===== config.mk =====
export PLATFORM = sky130hd
export DESIGN_NAME = seven_segment_frame_builder_core
export DESIGN_NICKNAME = d
export VERILOG_FILES = /design/src/hdl/ssfb_pkg.sv /design/src/hdl/seven_segment_frame_builder_core.sv /design/src/hdl/ssfb_encode.sv /design/src/hdl/ssfb_frame_seq.sv
export SDC_FILE = /design/constraint.sdc
export NUM_CORES = 1
export LEC_CHECK = 0
export ABC_AREA = 1
export BUFFER_PORTS_ARGS = -buffer_cell sky130_fd_sc_hd__buf_2
export CORE_MARGIN = 4
export CORE_UTILIZATION = 35
export DETAILED_ROUTE_END_ITERATION = 10
export GPL_TIMING_DRIVEN = 1
export PLACE_DENSITY = 0.58
export SETUP_SLACK_MARGIN = 0.02
export SLEW_MARGIN = 5
export SYNTH_ARGS = -nofsm -noshare
export SYNTH_HDL_FRONTEND = slang
export SYNTH_SLANG_ARGS = --single-unit

===== constraint.sdc =====
create_clock -name clock -period 4.6 [get_ports clock]
set_clock_uncertainty 0.2 [all_clocks]
set_input_delay 0 -clock clock [delete_from_list [all_inputs] [get_ports clock]]
set_output_delay 0 -clock clock [all_outputs]
set_load 0.005 [all_outputs]

===== src/hdl/ssfb_pkg.sv =====
// shared types and constants for the seven-segment frame builder
// no dependencies
package ssfb_pkg;

   localparam int unsigned NUM_DIGITS = 8;
   localparam int unsigned CODE_W     = 5;
   localparam int unsigned SLOT_W     = 5;

   typedef struct packed {
      logic [4:0] code_0;
      logic [4:0] code_1;
      logic [4:0] code_2;
      logic [4:0] code_3;
      logic [4:0] code_4;
      logic [4:0] code_5;
      logic [4:0] code_6;
      logic [4:0] code_7;
      logic       point_mode;
   } req_type;

   typedef struct packed {
      logic [7:0] out_byte;
      logic       strobe_begin;
      logic       strobe_end;
      logic       last;
   } rsp_type;

   typedef logic [NUM_DIGITS-1:0][7:0] data_bytes_type;

   localparam logic [7:0] CMD_DISPLAY_ON = 8'h88;
   localparam logic [7:0] CMD_DATA_MODE  = 8'h40;
   localparam logic [7:0] CMD_ADDRESS    = 8'hC0;
   localparam logic [7:0] LED_FIRST      = 8'h80;
   localparam logic [7:0] LED_OFF        = 8'h00;
   localparam logic [7:0] SEG_POINT      = 8'h80;

   localparam logic [SLOT_W-1:0] SLOT_DISPLAY_ON = 5'd0;
   localparam logic [SLOT_W-1:0] SLOT_DATA_MODE  = 5'd1;
   localparam logic [SLOT_W-1:0] SLOT_ADDRESS    = 5'd2;
   localparam logic [SLOT_W-1:0] SLOT_FIRST_DATA = 5'd3;
   localparam logic [SLOT_W-1:0] SLOT_LAST       = 5'd18;

   localparam logic [31:0][7:0] SEG_TABLE = {
      8'h3E, 8'h79, 8'h76, 8'h38, 8'h1C, 8'h5C, 8'h5E, 8'h30,
      8'h73, 8'h50, 8'h6E, 8'h54, 8'h38, 8'h74, 8'h50, 8'h40,
      8'h71, 8'h79, 8'h5E, 8'h39, 8'h7C, 8'h77, 8'h6F, 8'h7F,
      8'h07, 8'h7D, 8'h6D, 8'h66, 8'h4F, 8'h5B, 8'h06, 8'h3F
   };

endpackage


===== src/hdl/seven_segment_frame_builder_core.sv =====
// Each accepted transaction yields a 19-byte display frame, sent one byte per clock cycle
// over the single byte-wide result port. start is taken again during the cycle that selects
// the last byte, so frames follow with no gap. The first byte passes through the slot counter
// and then the result register before it reaches the result ports. The receiver cannot
// stall: every byte is valid for exactly one cycle while rsp_strobe is high. csr_ready stays
// low while a frame is in flight or start is high, so brightness only changes between
// frames.
// depends on ssfb_pkg, ssfb_encode, ssfb_frame_seq
module seven_segment_frame_builder_core (
   input  logic              clock,
   input  logic              reset,
   input  logic              start,
   output logic              busy,
   input  ssfb_pkg::req_type req_data,
   output logic              rsp_strobe,
   output ssfb_pkg::rsp_type rsp_data,
   input  logic              csr_valid,
   output logic              csr_ready,
   input  logic [2:0]        csr_data
);

   logic [2:0]               brightness_val_ff;
   logic                     load;
   ssfb_pkg::data_bytes_type data_bytes;

   assign csr_ready = !busy && !rsp_strobe && !start;
   assign load      = start && !busy;

   always_ff @(posedge clock) begin
      if (reset) begin
         brightness_val_ff <= 3'd0;
      end else begin
         if (csr_valid && csr_ready) begin
            brightness_val_ff <= csr_data;
         end
      end
   end

   ssfb_encode u_encode (
      .req        (req_data),
      .data_bytes (data_bytes)
   );

   ssfb_frame_seq u_frame_seq (
      .clock      (clock),
      .reset      (reset),
      .load       (load),
      .data_bytes (data_bytes),
      .brightness (brightness_val_ff),
      .busy       (busy),
      .rsp_strobe (rsp_strobe),
      .rsp_data   (rsp_data)
   );

endmodule


===== src/hdl/ssfb_encode.sv =====
// segment lookup, decimal point insertion and bit transpose into data bytes
// depends on ssfb_pkg
module ssfb_encode (
   input  ssfb_pkg::req_type        req,
   output ssfb_pkg::data_bytes_type data_bytes
);

   logic [ssfb_pkg::NUM_DIGITS-1:0][ssfb_pkg::CODE_W-1:0] codes;
   logic [ssfb_pkg::NUM_DIGITS-1:0][7:0]                  pat;

   assign codes[0] = req.code_0;
   assign codes[1] = req.code_1;
   assign codes[2] = req.code_2;
   assign codes[3] = req.code_3;
   assign codes[4] = req.code_4;
   assign codes[5] = req.code_5;
   assign codes[6] = req.code_6;
   assign codes[7] = req.code_7;

   always_comb begin
      for (int p = 0; p < ssfb_pkg::NUM_DIGITS; p++) begin
         pat[p] = ssfb_pkg::SEG_TABLE[codes[p]];
         if (req.point_mode && (p == 2 || p == 6)) begin
            pat[p] = pat[p] | ssfb_pkg::SEG_POINT;
         end
      end
   end

   // byte k carries bit k of each pattern, bit j from digit 7-j
   always_comb begin
      for (int k = 0; k < 8; k++) begin
         for (int j = 0; j < ssfb_pkg::NUM_DIGITS; j++) begin
            data_bytes[k][j] = pat[ssfb_pkg::NUM_DIGITS-1-j][k];
         end
      end
   end

endmodule


===== src/hdl/ssfb_frame_seq.sv =====
// frame register, slot counter and result register emitting one byte a cycle
// depends on ssfb_pkg
module ssfb_frame_seq (
   input  logic                     clock,
   input  logic                     reset,
   input  logic                     load,
   input  ssfb_pkg::data_bytes_type data_bytes,
   input  logic [2:0]               brightness,
   output logic                     busy,
   output logic                     rsp_strobe,
   output ssfb_pkg::rsp_type        rsp_data
);

   ssfb_pkg::data_bytes_type       data_ff;
   logic [ssfb_pkg::SLOT_W-1:0]    slot_ff;
   logic                           active_ff;
   logic                           strobe_ff;
   ssfb_pkg::rsp_type              rsp_ff;
   ssfb_pkg::rsp_type              rsp_in;
   logic [ssfb_pkg::SLOT_W-1:0]    data_slot;
   logic [2:0]                     pair;

   assign data_slot = slot_ff - ssfb_pkg::SLOT_FIRST_DATA;
   assign pair      = data_slot[3:1];

   always_comb begin
      rsp_in.out_byte     = ssfb_pkg::LED_OFF;
      rsp_in.strobe_begin = 1'b0;
      rsp_in.strobe_end   = 1'b0;
      rsp_in.last         = 1'b0;
      if (slot_ff == ssfb_pkg::SLOT_DISPLAY_ON) begin
         rsp_in.out_byte     = ssfb_pkg::CMD_DISPLAY_ON | {5'd0, brightness};
         rsp_in.strobe_begin = 1'b1;
         rsp_in.strobe_end   = 1'b1;
      end else if (slot_ff == ssfb_pkg::SLOT_DATA_MODE) begin
         rsp_in.out_byte     = ssfb_pkg::CMD_DATA_MODE;
         rsp_in.strobe_begin = 1'b1;
         rsp_in.strobe_end   = 1'b1;
      end else if (slot_ff == ssfb_pkg::SLOT_ADDRESS) begin
         rsp_in.out_byte     = ssfb_pkg::CMD_ADDRESS;
         rsp_in.strobe_begin = 1'b1;
      end else if (!data_slot[0]) begin
         rsp_in.out_byte = data_ff[pair];
      end else begin
         rsp_in.out_byte   = (pair == 3'd0) ? ssfb_pkg::LED_FIRST : ssfb_pkg::LED_OFF;
         rsp_in.strobe_end = (slot_ff == ssfb_pkg::SLOT_LAST);
         rsp_in.last       = (slot_ff == ssfb_pkg::SLOT_LAST);
      end
   end

   always_ff @(posedge clock) begin
      if (reset) begin
         active_ff <= 1'b0;
         slot_ff   <= ssfb_pkg::SLOT_DISPLAY_ON;
         strobe_ff <= 1'b0;
      end else begin
         strobe_ff <= active_ff;
         if (load) begin
            active_ff <= 1'b1;
            slot_ff   <= ssfb_pkg::SLOT_DISPLAY_ON;
         end else if (active_ff) begin
            if (slot_ff == ssfb_pkg::SLOT_LAST) begin
               active_ff <= 1'b0;
            end else begin
               slot_ff <= slot_ff + 5'd1;
            end
         end
      end
   end

   always_ff @(posedge clock) begin
      rsp_ff <= rsp_in;
      if (load) begin
         data_ff <= data_bytes;
      end
   end

   // next transaction may enter while the final byte of a frame is selected
   assign busy       = active_ff && (slot_ff != ssfb_pkg::SLOT_LAST);
   assign rsp_strobe = strobe_ff;
   assign rsp_data   = rsp_ff;

endmodule

==> impl_metrics.xml <==
<?xml version="1.0" encoding="UTF-8"?>
<metrics>
  <group name="status">
    <metric name="outcome" unit="">finished, final reports clean</metric>
  </group>
  <group name="setup_path">
    <metric name="reg2reg_from" unit="">u_frame_seq.slot_ff[0]</metric>
    <metric name="ff2ff_setup_slack" unit="ns">1.75</metric>
    <metric name="cp_data_arrival_time" unit="ns">2.91</metric>
    <metric name="worst_setup_path_start_kind" unit="">register</metric>
    <metric name="cp_max_fo" unit="">10</metric>
    <metric name="worst_ep_required_time" unit="ns">4.67</metric>
    <metric name="worst_setup_path_startpoint" unit="">u_frame_seq.slot_ff[0]</metric>
    <metric name="timing.critical_path.to_type" unit="">register</metric>
    <metric name="worstRegToRegCells" unit="">9</metric>
    <metric name="path_class" unit="">reg -&gt; reg</metric>
  </group>
  <group name="synth">
    <metric name="postSynthRegisterBits" unit="">78</metric>
    <metric name="yosys_warnings" unit="">0</metric>
    <metric name="dominantRegCellSynth" unit="">sky130_fd_sc_hd__edfxtp_1</metric>
    <metric name="synth.avg_cell_area" unit="um2">7.32</metric>
    <metric name="post_synth_xor_area_fraction" unit="%">0</metric>
    <metric name="ys_seq_area_share" unit="%">32.5</metric>
    <metric name="number_of_synthesized_flops_with_an_enable_pin" unit="">57</metric>
    <metric name="synth.distinct_cells" unit="">36</metric>
    <metric name="synthesized_area_fraction_occupied_by_ao_oa_aoi_and_oai_cells" unit="%">24.0</metric>
    <metric name="post_synthesis_simple_gate_area_fraction" unit="%">22.2</metric>
    <metric name="yosys-mux-area-fraction" unit="%">0</metric>
    <metric name="synthesis.area" unit="um2">6560</metric>
    <metric name="yosys.area_share.adder" unit="%">12.8</metric>
    <metric name="synth_top_family_by_area" unit="">compound AO/OA/AOI/OAI gates</metric>
    <metric name="synthesis.nets" unit="">1011</metric>
    <metric name="async_flop_share" unit="%">0</metric>
    <metric name="synthesis.instances" unit="">896</metric>
  </group>
  <group name="drt">
    <metric name="detail-route-antenna-nets" unit="">0</metric>
    <metric name="routed_wire_length_per_instance" unit="um">12.7</metric>
    <metric name="dr_drc_count" unit="">0</metric>
    <metric name="drt_pre_antenna_iters" unit="">5</metric>
    <metric name="detail_route.vias_per_cell" unit="">5.13</metric>
    <metric name="detailedRoute.firstIterationViolations" unit="">387</metric>
    <metric name="detailroute.via_count" unit="">6128</metric>
    <metric name="wirelength" unit="um">15200</metric>
  </group>
  <group name="grt">
    <metric name="grt_start_max_net_pins" unit="">36</metric>
    <metric name="grt_use_total" unit="%">14.5</metric>
    <metric name="grt-ovfl-total" unit="">0</metric>
    <metric name="first_global_vias" unit="">5433</metric>
    <metric name="grt_pass1_wl" unit="um">25400</metric>
    <metric name="number_of_antenna_violations_at_the_first_check_in_global_routing" unit="">0</metric>
  </group>
  <group name="clock_network">
    <metric name="worst_skew_pair.late_latency" unit="ns">0.33</metric>
    <metric name="tritoncts.num_buffers" unit="">9</metric>
    <metric name="cts.repair_timing.setup_buffer_count" unit="">0</metric>
    <metric name="cts.root.buffer_cell" unit="">sky130_fd_sc_hd__clkbuf_16</metric>
    <metric name="cts_max_level" unit="">3</metric>
    <metric name="cts_clk_pin_slew_worst_paths" unit="ns">0.06</metric>
    <metric name="cts_sinks" unit="">78</metric>
    <metric name="clock_path_buffers" unit="">2</metric>
    <metric name="tritoncts_clock_tree" unit="">yes</metric>
  </group>
  <group name="floorplan">
    <metric name="die-area" unit="um2">21000</metric>
    <metric name="die_w" unit="um">145</metric>
    <metric name="core-area" unit="um2">18200</metric>
    <metric name="ioPinCount" unit="">62</metric>
    <metric name="floorplan.die.height" unit="um">145</metric>
    <metric name="initial_core_utilization" unit="%">36.0</metric>
    <metric name="num_rows" unit="">49</metric>
  </group>
  <group name="sta">
    <metric name="final_min_period_over_clock_period" unit="%">61.9</metric>
    <metric name="timing.hold.ws" unit="ns">0.0125</metric>
    <metric name="finalSetupViolCount" unit="">0</metric>
    <metric name="period_needed" unit="ns">2.85</metric>
    <metric name="worst_slew_margin_relative_to_its_limit" unit="%">58.0</metric>
    <metric name="clock.fmax" unit="MHz">351</metric>
    <metric name="final_count_of_pins_violating_max_slew" unit="">0</metric>
    <metric name="max_slew.worst_pin.slew" unit="ns">0.629</metric>
    <metric name="finalHoldViolCount" unit="">0</metric>
    <metric name="rsz_0062_raised_after_global_routing" unit="">false</metric>
    <metric name="tns" unit="ns">0</metric>
  </group>
  <group name="pwr">
    <metric name="switching_power" unit="W">0.000557</metric>
    <metric name="cellPowerDensity" unit="nW/um2">257</metric>
    <metric name="power_report.internal_total" unit="W">0.00139</metric>
    <metric name="power.total" unit="W">0.00195</metric>
    <metric name="leakage_power" unit="nW">3.28</metric>
    <metric name="switching_share" unit="%">28.6</metric>
    <metric name="sequentialPowerShare" unit="%">42.6</metric>
    <metric name="ir_worst_vdd" unit="uV">129</metric>
    <metric name="comb_power_share" unit="%">21.5</metric>
    <metric name="share_clk_of_total_power" unit="%">35.9</metric>
  </group>
  <group name="hold_path">
    <metric name="hold_class" unit="">in -&gt; reg</metric>
    <metric name="hold_path.startpoint" unit="">req_data[14]</metric>
    <metric name="hold_depth" unit="">4</metric>
  </group>
  <group name="cells_and_area">
    <metric name="final_nets" unit="">1075</metric>
    <metric name="num-fill-cells" unit="">1839</metric>
    <metric name="drive_gt1_share" unit="%">12.4</metric>
    <metric name="antenna-diode-count" unit="">0</metric>
    <metric name="final_core_util" unit="%">41.5</metric>
    <metric name="area_growth_syn_to_layout" unit="%">15.4</metric>
  </group>
  <group name="placement">
    <metric name="portBuffers" unit="">61</metric>
    <metric name="detailed_place_hpwl" unit="um">11200</metric>
    <metric name="globalplace.congestion" unit="">0.865</metric>
  </group>
  <group name="run">
    <metric name="maxCapViolations" unit="">0</metric>
  </group>
</metrics>
power groups by stage:
stage	clock (W)	sequential, W	combinational (W)
floorplan	0	0.000841	0.000285
global placement	0	0.000845	0.000398
detailed placement	0	0.000845	0.000395
CTS	0.000713	0.000830	0.000419
global route	0.000738	0.000833	0.000482
finish	0.000698	0.000830	0.000418
synth_stat cells (9+ instances only):
cell type | instances | area [um2]
sky130_fd_sc_hd__nor2_1 | 71 | 267
sky130_fd_sc_hd__inv_1 | 86 | 323
sky130_fd_sc_hd__clkbuf_1 | 15 | 56.3
sky130_fd_sc_hd__nand3_1 | 62 | 310
sky130_fd_sc_hd__buf_2 | 18 | 90.1
sky130_fd_sc_hd__o211ai_1 | 21 | 158
sky130_fd_sc_hd__edfxtp_1 | 57 | 1710
sky130_fd_sc_hd__a31oi_1 | 12 | 75.1
sky130_fd_sc_hd__o21ai_0 | 156 | 781
sky130_fd_sc_hd__dfxtp_1 | 21 | 420
sky130_fd_sc_hd__o21ai_2 | 9 | 78.8
sky130_fd_sc_hd__a21oi_1 | 65 | 325
sky130_fd_sc_hd__or2_2 | 9 | 56.3
sky130_fd_sc_hd__nand2_1 | 166 | 623
sky130_fd_sc_hd__ha_1 | 67 | 838
sky130_fd_sc_hd__nor3_1 | 10 | 50.1
path summary, 6_finish.rpt:
path                        endpoint
min          u_frame_seq.data_ff[26]
max             brightness_val_ff[1]
min reg2reg   u_frame_seq.rsp_strobe
max reg2reg     brightness_val_ff[1]
routing by layer:
layer	track usage (%)	wire length [um]	vias to the layer above
met5	0	0	-
met4	3.29	157	0
met3	1.77	729	9
met2	23.5	7050	165
met1	20.7	7250	2758
li1	-	-	3196
cell families (layout without fill, tap and decap cells):
family / after synthesis / in the layout
AND/OR/NAND/NOR: 333 / 333
AO/OA/AOI/OAI: 284 / 284
buffers and inverters: 134 / 203
flip-flops: 78 / 78
adder cells (fa/ha/maj): 67 / 67
worst max-delay path: stages, from the launching register on:
cell	delay, ns
sky130_fd_sc_hd__dfxtp_1	0.54
sky130_fd_sc_hd__inv_1	0.16
sky130_fd_sc_hd__ha_1	0.26
sky130_fd_sc_hd__nand3_2	0.12
sky130_fd_sc_hd__nand2_4	0.09
sky130_fd_sc_hd__nand4_2	0.14
sky130_fd_sc_hd__nor2_1	0.05
sky130_fd_sc_hd__dlygate4sd3_1	0.55
sky130_fd_sc_hd__nor2_1	0.11
sky130_fd_sc_hd__dlygate4sd3_1	0.56
layout make-up:
class                      instances  area, um2  area share [%]
multi-input combinational        684       3870            51.2
sequential                        78       2130            28.2
timing repair buffer              93        621            8.20
inverter                          94        353            4.66
tap                              229        287            3.79
clock buffer                       9        225            2.98
clock inverter                     7       73.8           0.976
placed cells by master, fill, tap and decap left out, types with 2 or more instances in the layout:
cell type / n
sky130_fd_sc_hd__o22ai_1: 5
sky130_fd_sc_hd__dfxtp_1: 21
sky130_fd_sc_hd__nor2_4: 3
sky130_fd_sc_hd__o21ai_0: 156
sky130_fd_sc_hd__clkinv_1: 4
sky130_fd_sc_hd__nor2_1: 70
sky130_fd_sc_hd__a21oi_1: 65
sky130_fd_sc_hd__or2_2: 9
sky130_fd_sc_hd__buf_4: 2
sky130_fd_sc_hd__dlygate4sd3_1: 30
sky130_fd_sc_hd__a22oi_1: 3
sky130_fd_sc_hd__inv_2: 5
sky130_fd_sc_hd__clkbuf_16: 9
sky130_fd_sc_hd__nand2_4: 4
sky130_fd_sc_hd__nor3_1: 10
sky130_fd_sc_hd__a31oi_1: 12
sky130_fd_sc_hd__o21ai_1: 5
sky130_fd_sc_hd__clkinvlp_4: 3
sky130_fd_sc_hd__o21ai_2: 9
sky130_fd_sc_hd__o211a_1: 2
sky130_fd_sc_hd__nand2_1: 166
sky130_fd_sc_hd__ha_1: 67
sky130_fd_sc_hd__buf_2: 61
sky130_fd_sc_hd__edfxtp_1: 57
sky130_fd_sc_hd__inv_1: 86
sky130_fd_sc_hd__o211ai_1: 21
sky130_fd_sc_hd__nand3_2: 3
sky130_fd_sc_hd__nand3_1: 62
sky130_fd_sc_hd__nand2_2: 3
sky130_fd_sc_hd__a21oi_2: 2
sky130_fd_sc_hd__o31ai_1: 2
state kept, by name, summed over array words and instances, names as in the netlist:
name,count
u_frame_seq.active_ff,1
u_frame_seq.rsp_strobe,1
u_frame_seq.rsp_data,11
brightness_val_ff,3
u_frame_seq.data_ff,57
u_frame_seq.slot_ff,5
stage by stage:
stage               area, um2  setup WS [ns]  cells
floorplan                6560          0.465    896
global placement         6970           1.89   1148
detailed placement       6970           1.84   1148
CTS                      7560           1.83   1194
global route             7560           1.60   1194
finish                   7560           1.75   1194
what timing repair did:
item / in CTS / in global routing
gates resized for setup: 0 / 0
hold buffers: 30 / 0
hold endpoints to repair: 51 / 0
Note: power is estimated with default switching activity, not from simulation.
